**src/sv/ecal_pkg.sv**
```systemverilog
// Package for the epoch seconds to calendar converter.
// Constants, calendar helper functions. No dependencies.
`timescale 1ns / 1ps

package ecal_pkg;

  localparam int unsigned DataW  = 32;
  localparam int unsigned DayQW  = 16;  // whole days fit 16 bits (max 49710)
  localparam int unsigned TodW   = 17;  // seconds of day, < 86400
  localparam int unsigned RestW  = 12;  // seconds of hour, < 3600
  localparam int unsigned YearW  = 12;

  localparam logic [DataW-1:0] SecsPerDay  = 32'd86400;
  localparam logic [DataW-1:0] SecsPerHour = 32'd3600;
  localparam logic [DataW-1:0] SecsPerMin  = 32'd60;

  // Constant divides by reciprocal multiply: q = ((x >> Shift) * Recip) >> RecipSh.
  // Each reciprocal is exact over the full operand range it sees.
  localparam int unsigned DayShift    = 7;               // 86400 = 675 << 7
  localparam int unsigned DayRecipSh  = 35;
  localparam logic [25:0] DayRecip    = 26'd50903317;    // ceil(2^35 / 675)
  localparam int unsigned HourShift   = 4;               // 3600 = 225 << 4
  localparam int unsigned HourRecipSh = 21;
  localparam logic [13:0] HourRecip   = 14'd9321;        // ceil(2^21 / 225)
  localparam int unsigned MinShift    = 2;               // 60 = 15 << 2
  localparam int unsigned MinRecipSh  = 14;
  localparam logic [10:0] MinRecip    = 11'd1093;        // ceil(2^14 / 15)

  localparam logic [YearW-1:0] FirstYear = 12'd2018;
  localparam logic [YearW-1:0] LastYear  = 12'd2154;

  // Reachable years are 2018..2154; 2100 is the only century in that span.
  function automatic logic is_leap(input logic [YearW-1:0] y);
    logic quad;
    quad    = (y[1:0] == 2'b00);
    is_leap = quad && (y != 12'd2100);
  endfunction

  // Month length, mon is 0 for January
  function automatic logic [8:0] month_len(input logic [3:0] mon, input logic leap);
    logic [8:0] len;
    case (mon)
      4'd1:                             len = leap ? 9'd29 : 9'd28;
      4'd3, 4'd5, 4'd8, 4'd10:          len = 9'd30;
      default:                          len = 9'd31;
    endcase
    month_len = len;
  endfunction

endpackage

```
**src/sv/ecal_sub_unit.sv**
```systemverilog
// Shared subtract/compare unit of the calendar converter.
// Depends on ecal_pkg.
`timescale 1ns / 1ps

module ecal_sub_unit import ecal_pkg::*; (
  input  logic [DataW-1:0] a_i,
  input  logic [DataW-1:0] b_i,
  output logic [DataW-1:0] diff_o,
  output logic             ge_o
);

  logic [DataW:0] full;

  // borrow out clear means a >= b
  assign full   = {1'b0, a_i} - {1'b0, b_i};
  assign diff_o = full[DataW-1:0];
  assign ge_o   = ~full[DataW];

endmodule

```
**src/sv/epoch_seconds_to_calendar.sv**
```systemverilog
// Top level: running seconds counter plus base to Gregorian date and time.
// Depends on ecal_pkg and ecal_sub_unit.
//
//   channel  | handshake                    | payload
//   ---------+------------------------------+--------------------------------
//   in       | in_valid_i / in_ready_o      | counter_value_i
//   out      | out_valid_o / out_ready_i    | year_o month_o day_o hour_o
//            |                              |   minute_o second_o
//   config   | base_seconds_we_i            | base_seconds_i
//
// One word passes through accept, three reciprocal divides (86400, 3600, 60)
// of a multiply state and a remainder state each, the year walk, the month
// walk and the output load. Every subtract/compare goes through the one
// shared unit. in_ready_o is high only in IDLE; a finished word parks in the
// output register so the next word can be taken while the result waits.
// Reset clears base_seconds, the sequencer and output valid.
`timescale 1ns / 1ps

module epoch_seconds_to_calendar import ecal_pkg::*; (
  input  logic             clk_i,
  input  logic             rst_ni,
  input  logic             base_seconds_we_i,
  input  logic [DataW-1:0] base_seconds_i,
  input  logic             in_valid_i,
  output logic             in_ready_o,
  input  logic [DataW-1:0] counter_value_i,
  output logic             out_valid_o,
  input  logic             out_ready_i,
  output logic [YearW-1:0] year_o,
  output logic [3:0]       month_o,
  output logic [4:0]       day_o,
  output logic [4:0]       hour_o,
  output logic [5:0]       minute_o,
  output logic [5:0]       second_o
);

  localparam logic [3:0] StIdle    = 4'd0;
  localparam logic [3:0] StDay     = 4'd1;  // total / 86400
  localparam logic [3:0] StDayRem  = 4'd2;  // tod = total - days * 86400
  localparam logic [3:0] StHour    = 4'd3;  // tod / 3600
  localparam logic [3:0] StHourRem = 4'd4;  // rest = tod - hour * 3600
  localparam logic [3:0] StMin     = 4'd5;  // rest / 60
  localparam logic [3:0] StMinRem  = 4'd6;  // sec = rest - min * 60
  localparam logic [3:0] StYear    = 4'd7;  // year walk
  localparam logic [3:0] StMon     = 4'd8;  // month walk
  localparam logic [3:0] StDone    = 4'd9;  // wait for output slot

  logic [3:0]       state_q, state_d;
  logic [DataW-1:0] base_q;
  logic [DataW-1:0] acc_q, acc_d;      // running remainder
  logic [DayQW-1:0] days_q, days_d;
  logic [4:0]       hour_q, hour_d;
  logic [5:0]       min_q, min_d;
  logic [YearW-1:0] year_q, year_d;
  logic [3:0]       mon_q, mon_d;

  logic             out_valid_q, out_valid_d;
  logic             out_load;
  logic [YearW-1:0] year_out_q;
  logic [3:0]       month_out_q;
  logic [4:0]       day_out_q;
  logic [4:0]       hour_out_q;
  logic [5:0]       minute_out_q;
  logic [5:0]       second_out_q;

  // reciprocal products
  logic [50:0]      day_prod;   // 25 x 26 bits
  logic [26:0]      hour_prod;  // 13 x 14 bits
  logic [20:0]      min_prod;   // 10 x 11 bits

  // shared unit operands
  logic [DataW-1:0] su_a, su_b, su_diff;
  logic             su_ge;
  logic             leap;
  logic             in_fire;

  assign in_ready_o = (state_q == StIdle);
  assign in_fire    = in_valid_i && in_ready_o;
  assign leap       = is_leap(year_q);

  assign day_prod  = acc_q[DataW-1:DayShift] * DayRecip;
  assign hour_prod = acc_q[TodW-1:HourShift] * HourRecip;
  assign min_prod  = acc_q[RestW-1:MinShift] * MinRecip;

  always_comb begin
    su_a = acc_q;
    su_b = '0;
    unique case (state_q)
      StDayRem:  su_b = {{(DataW-DayQW){1'b0}}, days_q} * SecsPerDay;
      StHourRem: su_b = {{(DataW-5){1'b0}}, hour_q} * SecsPerHour;
      StMinRem:  su_b = {{(DataW-6){1'b0}}, min_q} * SecsPerMin;
      StYear: begin
        su_a = {{(DataW-DayQW){1'b0}}, days_q};
        su_b = leap ? 32'd366 : 32'd365;
      end
      StMon: begin
        su_a = {{(DataW-DayQW){1'b0}}, days_q};
        su_b = {{(DataW-9){1'b0}}, month_len(mon_q, leap)};
      end
      default: begin
        su_a = acc_q;
        su_b = '0;
      end
    endcase
  end

  ecal_sub_unit u_sub (
    .a_i    (su_a),
    .b_i    (su_b),
    .diff_o (su_diff),
    .ge_o   (su_ge)
  );

  // sequencer
  always_comb begin
    state_d     = state_q;
    acc_d       = acc_q;
    days_d      = days_q;
    hour_d      = hour_q;
    min_d       = min_q;
    year_d      = year_q;
    mon_d       = mon_q;
    out_load    = 1'b0;
    out_valid_d = out_valid_q && !out_ready_i;

    unique case (state_q)
      StIdle: begin
        if (in_fire) begin
          acc_d   = base_q + counter_value_i;  // wraps mod 2^32
          state_d = StDay;
        end
      end
      StDay: begin
        days_d  = day_prod[DayRecipSh +: DayQW];
        state_d = StDayRem;
      end
      StDayRem: begin
        acc_d   = su_diff;
        state_d = StHour;
      end
      StHour: begin
        hour_d  = hour_prod[HourRecipSh +: 5];
        state_d = StHourRem;
      end
      StHourRem: begin
        acc_d   = su_diff;
        state_d = StMin;
      end
      StMin: begin
        min_d   = min_prod[MinRecipSh +: 6];
        state_d = StMinRem;
      end
      StMinRem: begin
        acc_d   = su_diff;
        year_d  = FirstYear;
        state_d = StYear;
      end
      StYear: begin
        if (su_ge) begin
          days_d = su_diff[DayQW-1:0];
          year_d = year_q + 12'd1;
        end else begin
          mon_d   = 4'd0;
          state_d = StMon;
        end
      end
      StMon: begin
        // December takes whatever is left
        if (su_ge && (mon_q != 4'd11)) begin
          days_d = su_diff[DayQW-1:0];
          mon_d  = mon_q + 4'd1;
        end else begin
          state_d = StDone;
        end
      end
      StDone: begin
        if (!out_valid_q || out_ready_i) begin
          out_load    = 1'b1;
          out_valid_d = 1'b1;
          state_d     = StIdle;
        end
      end
      default: state_d = StIdle;
    endcase
  end

  always_ff @(posedge clk_i or negedge rst_ni) begin
    if (!rst_ni) begin
      state_q     <= StIdle;
      base_q      <= '0;
      out_valid_q <= 1'b0;
    end else begin
      state_q     <= state_d;
      out_valid_q <= out_valid_d;
      if (base_seconds_we_i) base_q <= base_seconds_i;
    end
  end

  // datapath, no reset needed
  always_ff @(posedge clk_i) begin
    acc_q  <= acc_d;
    days_q <= days_d;
    hour_q <= hour_d;
    min_q  <= min_d;
    year_q <= year_d;
    mon_q  <= mon_d;
    if (out_load) begin
      year_out_q   <= year_q;
      month_out_q  <= mon_q + 4'd1;
      day_out_q    <= days_q[4:0] + 5'd1;
      hour_out_q   <= hour_q;
      minute_out_q <= min_q;
      second_out_q <= acc_q[5:0];
    end
  end

  assign out_valid_o = out_valid_q;
  assign year_o      = year_out_q;
  assign month_o     = month_out_q;
  assign day_o       = day_out_q;
  assign hour_o      = hour_out_q;
  assign minute_o    = minute_out_q;
  assign second_o    = second_out_q;

endmodule

```
**config.mk**
```make
export PLATFORM = sky130hd
export DESIGN_NAME = epoch_seconds_to_calendar
export DESIGN_NICKNAME = d
export VERILOG_FILES = /design/src/sv/ecal_pkg.sv /design/src/sv/ecal_sub_unit.sv /design/src/sv/epoch_seconds_to_calendar.sv
export SDC_FILE = /design/constraint.sdc
export NUM_CORES = 1
export LEC_CHECK = 0
export BUFFER_PORTS_ARGS = -buffer_cell sky130_fd_sc_hd__buf_4
export CORE_MARGIN = 5
export CORE_UTILIZATION = 65
export DETAILED_ROUTE_END_ITERATION = 10
export PLACE_DENSITY = 0.83
export SLEW_MARGIN = 20
export SYNTH_ARGS = -nofsm -noshare
export SYNTH_HDL_FRONTEND = slang
export SYNTH_SLANG_ARGS = --single-unit
```
**constraint.sdc**
```tcl
create_clock -name clk_i -period 9.05 [get_ports clk_i]
set_input_delay 1.3575 -clock clk_i [delete_from_list [all_inputs] [get_ports clk_i]]
set_output_delay 1.3575 -clock clk_i [all_outputs]
set_load 0.05 [all_outputs]
```
# Yosys cells after proc, flatten, opt, wreduce, memory -nomap -nowiden
# Cells that the tools add are included.
op_classes:
  n_reduce_logical: 21
  mux: 24
  n_mul: 6
  bitwise: 1
  eq_ne: 22
  add_sub_neg: 5
op_table:
  columns: ["operator", "n"]
  rows:
  - ["case mux 32 bit (5 select lines)", 1]
  - ["2-to-1 mux 32 bit", 2]
  - ["case mux 32 bit (2 select lines)", 1]
  - ["multiplier 25 x 26 -> 51 bit, second input constant", 1]
  - ["case mux 16 bit (3 select lines)", 1]
  - ["case mux 4 bit (10 select lines)", 1]
  - ["subtractor 32 x 32 -> 33 bit", 1]
  - ["adder 32 bit", 1]
  - ["2-to-1 mux 16 bit", 2]
  - ["multiplier 13 x 14 -> 26 bit, second input constant", 1]
  - ["multiplier 16 x 10 -> 25 bit, second input constant", 1]
  - ["2-to-1 mux 4 bit", 6]
  - ["case mux 12 bit (2 select lines)", 1]
  - ["== test 4 x 3 -> 1 bit, second input constant", 5]
  - ["multiplier 10 x 11 -> 20 bit, second input constant", 1]
  - ["== test 4 bit, second input constant", 4]
  - ["multiplier 5 x 8 -> 13 bit, second input constant", 1]
  - ["adder 12 x 1 -> 12 bit, second input constant", 1]
  - ["== test 4 x 2 -> 1 bit, second input constant", 3]
  - ["2-to-1 mux 12 bit", 1]
  - ["inequality test 12 bit, second input constant", 1]
  - ["multiplier 6 x 4 -> 10 bit, second input constant", 1]
  - ["== test 4 x 1 -> 1 bit, second input constant", 2]
  - ["inequality test 2 bit, second input constant", 4]
  - ["22 further kinds", 35]
totals:
  out_inout_bits: 40
  word_cells: 94
  register_bits: 150
  inputBits: 69

# Depth between registers and ports, before layout
# Gate-level depths: netlist of the first run.
logic_depth:
  word_depth: 10
  depth_mapped: 26
  depth_no_buf: 26

# Cells and area by module
# A second synthesis of the first run with hierarchy kept.
hier_totals:
  cells_unflattened: 2736
  area_unflattened_um2: 26078.8
by_module_without_submodules:
  columns: ["mod", "area_each_um2", "seq_area_each_um2", "instances", "cells_each"]
  rows:
  - ["epoch_seconds_to_calendar", 24378.4, 4319.1, 1, 2492]
  - ["ecal_sub_unit", 1700.4, 0.0, 1, 244]

# Least setup slack after synthesis of the first run
# OpenSTA, ideal clock, no wires.
synth_path:
  kind: "reg2reg"
  from: "register acc_q[26]"
  to: "register days_q[10] (data pin)"
  path_stages_with_launch: 24
  arrival_time_ns: 6.313
  required_time_ns: 8.783
  path_slack_ns: 2.470
  synth_period_minus_slack_ns: 6.580
  setup_ns: 0.267
  path_buffers: 0
  path_cell_list: "edfxtp_1 > fa_1 > ha_1 > inv_1 > fa_1 > inv_1 > fa_1 > inv_1 > fa_1 > inv_1 > fa_1 > inv_1 > fa_1 > inv_1 > ha_1 > and4_1 > nand4_1 > or4_1 > a311oi_2 > o31ai_4 > o31ai_4 > o21ai_1 > a21boi_0 > o31ai_2"
synth_via:
  elab_chain_cells: 2
synth_lines:
  columns: ["element", "line_no", "rtl"]
  rows:
  - ["start: declaration", "epoch_seconds_to_calendar.sv:50", "logic [DataW-1:0] acc_q, acc_d;"]
  - ["start signal: assignment", "epoch_seconds_to_calendar.sv:201", "acc_q <= acc_d;"]
  - ["multiplier 25 x 26 -> 51 bit", "epoch_seconds_to_calendar.sv:81", "assign day_prod = acc_q[DataW-1:DayShift] * DayRecip;"]
  - ["case mux 16 bit (3 select lines)", "epoch_seconds_to_calendar.sv:126", "unique case (state_q)"]
  - ["via days_d[10]", "epoch_seconds_to_calendar.sv:51", "logic [DayQW-1:0] days_q, days_d;"]
  - ["end signal: assignment", "epoch_seconds_to_calendar.sv:202", "days_q <= days_d;"]
  - ["end: declaration", "epoch_seconds_to_calendar.sv:51", null]
# The timed path passes the listed nets, and every way through them passes these cells.
# A chain may end at the register's enable or synchronous reset.

# Worst setup path after layout of the first run
layout_path:
  from: "register days_q[3]"
  to: "register year_q[3] (enable)"
layout_via:
  elab_chain_cells: 5
  elab_cells_between_ends: 6
  classes_between: "add/sub (1); mul (1); eq/ne (1); mux (2); reduce/logical (1)"
layout_lines:
  columns: ["element", "line_no", "rtl"]
  rows:
  - ["multiplier 16 x 10 -> 25 bit", "epoch_seconds_to_calendar.sv:89", "StDayRem: su_b = {{(DataW-DayQW){1'b0}}, days_q} * SecsPerDay;"]
  - ["case mux 32 bit (5 select lines)", "epoch_seconds_to_calendar.sv:88", "unique case (state_q)"]
  - ["subtractor 32 x 32 -> 33 bit *", "ecal_sub_unit.sv:15", "assign full = {1'b0, a_i} - {1'b0, b_i};"]
  - ["inequality test 2 bit (no source line) *", null, null]
  - ["AND reduction 2 bit (no source line) *", null, null]
  - ["end signal: assignment", "epoch_seconds_to_calendar.sv:205", "year_q <= year_d;"]
  - ["end: declaration", "epoch_seconds_to_calendar.sv:54", "logic [YearW-1:0] year_q, year_d;"]
# Mark *: on every way between the ends. The rest lies on a longest branch, timed or not.

==> run summary, run 1 <==
LAYOUT
------------------------------------------------------------------------------------------
Non-Filler Instances                                                                  3180
Final antenna diode count                                                                0
Fraction of layout cells with a size suffix above 1                                0.08565
Area added between synthesis and finish                                             8.087%
Final-stage net count                                                                 3562

STA
------------------------------------------------------------------------------------------
Slew at the pin with the worst max-slew slack                                     1.108 ns
Total negative setup slack                                                            0 ns
RSZ-0062 raised after global routing                                                    no
Portion of the clock cycle consumed by the worst path in the final layout           0.8287
Min setup slack post-route                                                        1.550 ns
Final count of negative-setup-slack endpoints                                            0
Total count of hold-check failures in the final report                                   0
Worst clock skew on the final layout                                            0.01375 ns
Hold Worst Slack                                                                 0.5118 ns
Slew headroom                                                                       0.2615
Max Transition Viols Final                                                               0
Upper clock frequency limit                                                     0.1333 GHz
Shortest clock period the worst path allows after layout                          7.500 ns

ROUTE
------------------------------------------------------------------------------------------
DRT Pass-1 Iters                                                                         5
DR vias/cell                                                                         6.054
Vias after detailed routing                                                         19.25k
Post-detailed-route DRC marker count                                                     0
Routed wire per std cell                                                          20.74 um
Residual antenna-violating net count after detailed routing                              0
Iteration-0 DRC Markers                                                               1603
Total wirelength of the detailed-routed design                                    65.94 mm

GLOBAL ROUTING
------------------------------------------------------------------------------------------
Total GRT Usage                                                                     0.3058
Gr ovfl total                                                                            0
First-pass GRT wire length                                                        105.5 mm
Largest net degree at the start of global routing                                       39
Vias in the first global route                                                      20.26k
Number of antenna violations at the first check in global routing                        2

FLOORPLAN
------------------------------------------------------------------------------------------
Placeable Area                                                                0.03856 sq mm
Boundary Pins                                                                          109
Standard-cell row count                                                                 72
Vertical die dimension                                                            207.2 um
Die outline width                                                                 207.2 um
Effective utilization at floorplan                                                  0.6557
Die Footprint                                                                 0.04294 sq mm

SYNTHESIS
------------------------------------------------------------------------------------------
Post-Synthesis Net Count                                                              3450
Synth warnings                                                                           0
Cell variety after synth                                                                83
Post-synthesis sequential area ratio                                                0.1708
Post-synthesis sequential element count                                                150
EDFF count, synth                                                                      113
Synthesized area divided by synthesized cell count                             9.965 sq um
Commonest register cell after synthesis                                       sky130_fd_sc_hd__edfxtp_1
Synth async-reset ratio                                                             0.2467
Summed instance area of the synthesized netlist                               0.02528 sq mm
Cells after synthesis                                                                 2537

CLOCKING
------------------------------------------------------------------------------------------
Number of levels the H-tree was split into                                               4
Maximum root-to-sink buffer count                                                        2
Post-CTS repair timing setup buffer count                                                0
Clock edge transition at the registers on the reported setup and hold paths        0.07 ns
Clk root buf                                                                  sky130_fd_sc_hd__clkbuf_16
TritonCTS Sinks                                                                        150
Cts bufs inserted                                                                       17
Clock insertion delay at the later pin of the skew report                          0.46 ns
CTS resizes                                                                              0
Hold_buf cts                                                                             0
TritonCTS clock tree                                                                  done

SETUP PATH
------------------------------------------------------------------------------------------
Setup slack, reg-to-reg                                                            1.55 ns
Slowest stage delay, CP                                                            0.53 ns
CP Max Fanout                                                                           12
Number of buffers and inverters on the critical path                                     4
Critical path's top delay family                                               adder cells
Element type at the critical path end                                             register
Worst setup path category                                                          reg2reg
Crit-path cells                                                               ha_1 > inv_1 > fa_1 > inv_1 > fa_1 > ha_1 > inv_1 > fa_1 > inv_1 > ha_1 > a21o_1 > and2_1 > a211oi_1 > o31ai_1 > xnor2_1 > nand2_1 > ha_1 > a21oi_1 > nand3b_1 > a311oi_1 > or3_1 > nand2_1 > o21ai_1 > o22ai_1
Startpoint kind of the worst setup timing path                                    register
Slowest CP cell                                                               sky130_fd_sc_hd__edfxtp_1
Data arrival time of the critical path                                             7.57 ns
Required time of the critical path                                                 9.12 ns

PLACED DESIGN
------------------------------------------------------------------------------------------
Routability congestion estimate                                                      1.055
Dpl ws                                                                            1.695 ns
IO buf count                                                                           108
HPWL after detailed placement                                                     55.98 mm
Placed cell count                                                                     3148

FLOW RUN
------------------------------------------------------------------------------------------
Maximum capacitance violations                                                           0

MIN PATH
------------------------------------------------------------------------------------------
Type of the tightest min-delay check                                               reg2reg

STATUS
------------------------------------------------------------------------------------------
Outcome                                                                       finished, final reports clean

per-stage QoR:
stage | cell area, sq um | util
final | 27330 | 0.7087
after global routing | 27330 | 0.7087
after CTS | 27330 | 0.7087
after detailed placement | 26770 | 0.6943
after global placement | 26770 | 0.6943
after floorplan | 25280 | -
state kept, by name (all words and copies together) (netlist names):
signal       flops
year_q          12
second_o         6
state_q          4
day_o            5
acc_q           32
mon_q            4
month_o          4
hour_q           5
minute_o         6
min_q            6
days_q          16
year_o          12
hour_o           5
out_valid_o      1
base_q          32
cells by family after synthesis:
logic type / share of synthesized area
multiplexers: 0.01900
buffers and inverters: 0.07656
AND/OR/NAND/NOR: 0.08196
XOR/XNOR: 0.04330
AO/OA/AOI/OAI: 0.1131
adder cells (fa/ha/maj): 0.4952
flip-flops: 0.1708
Yosys cell counts, types with 5 or more instances:
cell	n	share of area
sky130_fd_sc_hd__a21o_1	51	0.015
sky130_fd_sc_hd__nand2b_1	25	0.0062
sky130_fd_sc_hd__nand3b_1	6	0.0018
sky130_fd_sc_hd__or4_1	7	0.0021
sky130_fd_sc_hd__and3_1	19	0.0047
sky130_fd_sc_hd__nand4_1	18	0.0045
sky130_fd_sc_hd__and2_1	10	0.0025
sky130_fd_sc_hd__ha_1	583	0.29
sky130_fd_sc_hd__nand2_1	123	0.018
sky130_fd_sc_hd__o21bai_1	11	0.0033
sky130_fd_sc_hd__xor2_1	52	0.018
sky130_fd_sc_hd__xnor2_1	73	0.025
sky130_fd_sc_hd__o21a_1	12	0.0036
sky130_fd_sc_hd__or2_2	5	0.0012
sky130_fd_sc_hd__nand3_1	33	0.0065
sky130_fd_sc_hd__mux2i_1	12	0.0048
sky130_fd_sc_hd__a211o_1	5	0.0017
sky130_fd_sc_hd__o211ai_1	18	0.0053
sky130_fd_sc_hd__dfrtp_1	37	0.037
sky130_fd_sc_hd__or3_1	15	0.0037
sky130_fd_sc_hd__o21ai_0	92	0.018
sky130_fd_sc_hd__a211oi_1	16	0.0048
sky130_fd_sc_hd__a21oi_1	127	0.025
sky130_fd_sc_hd__edfxtp_1	113	0.13
sky130_fd_sc_hd__inv_1	479	0.071
sky130_fd_sc_hd__nor3_1	25	0.0049
sky130_fd_sc_hd__nor2_1	109	0.016
sky130_fd_sc_hd__nor2b_1	14	0.0035
sky130_fd_sc_hd__o31ai_1	10	0.0030
sky130_fd_sc_hd__mux2_2	32	0.014
sky130_fd_sc_hd__clkbuf_1	31	0.0046
sky130_fd_sc_hd__a41oi_1	5	0.0017
sky130_fd_sc_hd__a31oi_1	12	0.0030
sky130_fd_sc_hd__fa_1	261	0.21
sky130_fd_sc_hd__o41ai_1	5	0.0017
worst paths after layout:
| kind | to | from | cells after the start |
|---|---|---|---|
| setup / recovery | year_q[3] | days_q[3] | 24 |
| setup reg to reg | year_q[3] | days_q[3] | 24 |
| min in group asynchronous | base_q[0] | rst_ni | 1 |
| max in group asynchronous | base_q[12] | rst_ni | 1 |
| hold / removal | base_q[8] | base_q[8] | 1 |
| hold reg to reg | base_q[8] | base_q[8] | 1 |
worst register-to-register path, cell delays in order (launching register included):
cell	delay, ns
sky130_fd_sc_hd__edfxtp_1	0.53
sky130_fd_sc_hd__ha_1	0.34
sky130_fd_sc_hd__inv_1	0.08
sky130_fd_sc_hd__fa_1	0.51
sky130_fd_sc_hd__inv_1	0.06
sky130_fd_sc_hd__fa_1	0.46
sky130_fd_sc_hd__ha_1	0.29
sky130_fd_sc_hd__inv_1	0.05
sky130_fd_sc_hd__fa_1	0.51
sky130_fd_sc_hd__inv_1	0.04
sky130_fd_sc_hd__ha_1	0.33
sky130_fd_sc_hd__a21o_1	0.18
sky130_fd_sc_hd__and2_1	0.16
sky130_fd_sc_hd__a211oi_1	0.52
sky130_fd_sc_hd__o31ai_1	0.27
sky130_fd_sc_hd__xnor2_1	0.19
sky130_fd_sc_hd__nand2_1	0.07
sky130_fd_sc_hd__ha_1	0.34
sky130_fd_sc_hd__a21oi_1	0.27
sky130_fd_sc_hd__nand3b_1	0.12
sky130_fd_sc_hd__a311oi_1	0.49
sky130_fd_sc_hd__or3_1	0.22
sky130_fd_sc_hd__nand2_1	0.16
sky130_fd_sc_hd__o21ai_1	0.45
sky130_fd_sc_hd__o22ai_1	0.48
cells in the final DEF, fill, tap and decap left out, types with 19 or more instances in the layout:
cell type,count
sky130_fd_sc_hd__and3_1,19
sky130_fd_sc_hd__nor3_1,22
sky130_fd_sc_hd__dfrtp_1,37
sky130_fd_sc_hd__nand3_1,33
sky130_fd_sc_hd__o21ai_0,92
sky130_fd_sc_hd__nor2_1,107
sky130_fd_sc_hd__mux2_2,32
sky130_fd_sc_hd__nand2b_1,25
sky130_fd_sc_hd__xnor2_1,73
sky130_fd_sc_hd__a21o_1,51
sky130_fd_sc_hd__nand2_1,123
sky130_fd_sc_hd__a21oi_1,127
sky130_fd_sc_hd__xor2_1,52
sky130_fd_sc_hd__inv_1,479
sky130_fd_sc_hd__buf_4,127
sky130_fd_sc_hd__edfxtp_1,113
sky130_fd_sc_hd__fa_1,261
sky130_fd_sc_hd__ha_1,583
routing by layer:
layer,vias to the layer above,global-route usage,wire (um)
met5,-,0,26
met4,4,0.1329,3209
met2,836,0.5101,31140
met1,9339,0.3886,26180
met3,187,0.06226,5395
li1,8886,-,-
final cells by class:
type	instances	area (sq um)
Tap cell	518	648.1
Multi-Input combinational cell	1874	19050
Clock buffer	19	442.9
Clock inverter	13	112.6
Sequential cell	150	4319
Timing Repair Buffer	127	953.4
Fill cell	2781	11230
Inverter	479	1798
Power of run 1 is not shown: default switching activity piles up to over one toggle a cycle in this logic, so the estimate is an artifact.
==> inputs of run 2 (changes only) <==
Clock period 9.05 ns to 7.7 ns, I/O delays scaled along.
==> run summary, run 2 (same netlist as run 1, synthesis figures left out) <==
ROUTE
------------------------------------------------------------------------------------------
Routed wire per std cell                                                          20.91 um   +0.83%
Total wirelength of the detailed-routed design                                    66.74 mm   +1.2%
Vias after detailed routing                                                         19.22k   -0.19%
DR vias/cell                                                                         6.020   -0.56%
Iteration-0 DRC Markers                                                               1510   -5.8%
Post-detailed-route DRC marker count                                                     0   unchanged
Residual antenna-violating net count after detailed routing                              0   unchanged
DRT Pass-1 Iters                                                                         7   +2

CLOCKING
------------------------------------------------------------------------------------------
Cts bufs inserted                                                                       17   unchanged
Maximum root-to-sink buffer count                                                        2   unchanged
Post-CTS repair timing setup buffer count                                                0   unchanged
Number of levels the H-tree was split into                                               4   unchanged
CTS resizes                                                                              0   unchanged
TritonCTS clock tree                                                                  done
TritonCTS Sinks                                                                        150   unchanged
Hold_buf cts                                                                             0   unchanged
Clock insertion delay at the later pin of the skew report                          0.47 ns   about the same
Clock edge transition at the registers on the reported setup and hold paths        0.07 ns   about the same
Clk root buf                                                                  sky130_fd_sc_hd__clkbuf_16

GLOBAL ROUTING
------------------------------------------------------------------------------------------
Largest net degree at the start of global routing                                       45   +15%
Gr ovfl total                                                                            0   unchanged
First-pass GRT wire length                                                        107.4 mm   +1.8%
Total GRT Usage                                                                     0.3120   +0.006261
Number of antenna violations at the first check in global routing                        0   -2
Vias in the first global route                                                      20.40k   +0.70%

STA
------------------------------------------------------------------------------------------
Worst clock skew on the final layout                                            0.01946 ns   +0.005707 ns
RSZ-0062 raised after global routing                                                    no
Slew headroom                                                                       0.3125   +0.05097
Shortest clock period the worst path allows after layout                          7.412 ns   -0.08750 ns
Total count of hold-check failures in the final report                                   0   unchanged
Portion of the clock cycle consumed by the worst path in the final layout           0.9626   +0.1339
Final count of negative-setup-slack endpoints                                            0   unchanged
Total negative setup slack                                                            0 ns   unchanged
Upper clock frequency limit                                                     0.1349 GHz   +1.2%
Max Transition Viols Final                                                               0   unchanged
Slew at the pin with the worst max-slew slack                                     1.029 ns   -0.07889 ns

LAYOUT
------------------------------------------------------------------------------------------
Final antenna diode count                                                                0   unchanged
Most frequent cells in the layout                                             583 x sky130_fd_sc_hd__ha_1, 479 x sky130_fd_sc_hd__inv_1, 261 x sky130_fd_sc_hd__fa_1, 139 x sky130_fd_sc_hd__buf_4, 127 x sky130_fd_sc_hd__a21oi_1
Fraction of layout cells with a size suffix above 1                                0.09088   +0.005225
Area added between synthesis and finish                                             8.794%
Final-stage net count                                                                 3574   +0.34%
Leading cell type in the layout, fill and taps excluded                       sky130_fd_sc_hd__ha_1
Leading registers by flop count                                               acc_q: 32 flops, base_q: 32 flops, days_q: 16 flops

FLOORPLAN
------------------------------------------------------------------------------------------
Standard-cell row count                                                                 72   unchanged
Die outline width                                                                 207.2 um   unchanged
Placeable Area                                                                0.03856 sq mm   unchanged
Die Footprint                                                                 0.04294 sq mm   unchanged
Vertical die dimension                                                            207.2 um   unchanged
Effective utilization at floorplan                                                  0.6557   unchanged
Boundary Pins                                                                          109   unchanged

SETUP PATH
------------------------------------------------------------------------------------------
Required time of the critical path                                                 7.90 ns   -1.22 ns
Worst setup path category                                                          reg2reg
Startpoint kind of the worst setup timing path                                    register
Element type at the critical path end                                             register
CP Max Fanout                                                                            9   -3
Data arrival time of the critical path                                             7.61 ns   +0.04 ns

MIN PATH
------------------------------------------------------------------------------------------
Type of the tightest min-delay check                                               reg2reg

PLACED DESIGN
------------------------------------------------------------------------------------------
Routability congestion estimate                                                     0.9879   -6.3%
HPWL after detailed placement                                                     57.18 mm   +2.1%
IO buf count                                                                           108   unchanged

FLOW RUN
------------------------------------------------------------------------------------------
Maximum capacitance violations                                                           0   unchanged

STATUS
------------------------------------------------------------------------------------------
Outcome                                                                       finished, final reports clean

[run 2: changes by cell type in the layout (fill, tap and decap cells not counted)]
cell	previous run	this run
sky130_fd_sc_hd__o22ai_2	0	1
sky130_fd_sc_hd__inv_6	6	2
sky130_fd_sc_hd__clkbuf_8	1	0
sky130_fd_sc_hd__clkinv_4	2	1
sky130_fd_sc_hd__buf_4	127	139
sky130_fd_sc_hd__inv_8	2	7
sky130_fd_sc_hd__clkinvlp_4	2	1
sky130_fd_sc_hd__a211oi_2	0	1
sky130_fd_sc_hd__a211oi_1	16	15
sky130_fd_sc_hd__clkbuf_1	1	0
sky130_fd_sc_hd__o22ai_1	4	3
sky130_fd_sc_hd__bufinv_16	0	3
[run 2: layout make-up]
class                           instances  area [sq um]
Tap cell                              518         648.1
Fill cell                            2862         11050
Timing Repair Buffer                  139          1044
Sequential cell                       150          4319
Inverter                              479          1798
Multi-Input combinational cell       1874         19060
Clock buffer                           17         425.4
Clock inverter                         15         207.7
[run 2: worst paths after layout]
check                                from    endpoint  slack, ns  cells past startpoint
worst max-delay path            acc_q[21]   days_q[8]       0.29                     21
worst min-delay path            base_q[7]   base_q[7]       0.51                      1
worst max register to register  acc_q[21]   days_q[8]       0.29                     21
worst min register to register  base_q[7]   base_q[7]       0.51                      1
max in group asynchronous          rst_ni  base_q[23]       6.67                      1
min in group asynchronous          rst_ni  state_q[1]       0.67                      1
[run 2: per-layer routing]
layer | routed length (um) | GRT usage | part of all wire
met5 | 0 | 0 | 0
met4 | 2979 | 0.1272 | 0.045
met3 | 4820 | 0.05274 | 0.072
met2 | 32150 | 0.5295 | 0.48
met1 | 26790 | 0.3993 | 0.40
[run 2: worst max-delay path: stages (launching register included)]
cell and delay [ns]:
sky130_fd_sc_hd__edfxtp_1 0.82, sky130_fd_sc_hd__inv_1 0.21, sky130_fd_sc_hd__ha_1 0.36, sky130_fd_sc_hd__inv_1 0.12, sky130_fd_sc_hd__fa_1 0.45, sky130_fd_sc_hd__ha_1 0.32, sky130_fd_sc_hd__fa_1 0.49, sky130_fd_sc_hd__inv_1 0.06
sky130_fd_sc_hd__fa_1 0.53, sky130_fd_sc_hd__inv_1 0.05, sky130_fd_sc_hd__fa_1 0.50, sky130_fd_sc_hd__fa_1 0.54, sky130_fd_sc_hd__ha_1 0.34, sky130_fd_sc_hd__and4_1 0.26, sky130_fd_sc_hd__nand4_1 0.10, sky130_fd_sc_hd__or4_1 0.45
sky130_fd_sc_hd__a311oi_2 0.36, sky130_fd_sc_hd__o31ai_4 0.17, sky130_fd_sc_hd__o21ai_2 0.25, sky130_fd_sc_hd__a31o_2 0.21, sky130_fd_sc_hd__a211oi_1 0.08, sky130_fd_sc_hd__o31ai_1 0.47
[run 2: metrics by stage]
stage	cell area (sq um)	setup slack [ns]	hold slack, ns	utilization	cells
after global routing	27510	0.07335	0.5275	0.7134	3192
after floorplan	25280	1.120	0.4261	-	2537
final	27510	0.2878	0.5122	0.7134	3192
after global placement	26860	0.4034	0.4953	0.6967	3160
after detailed placement	26860	0.3785	0.4919	0.6967	3160
after CTS	27490	0.3353	0.5102	0.7131	3192
Power of run 2 is left out for the same reason.
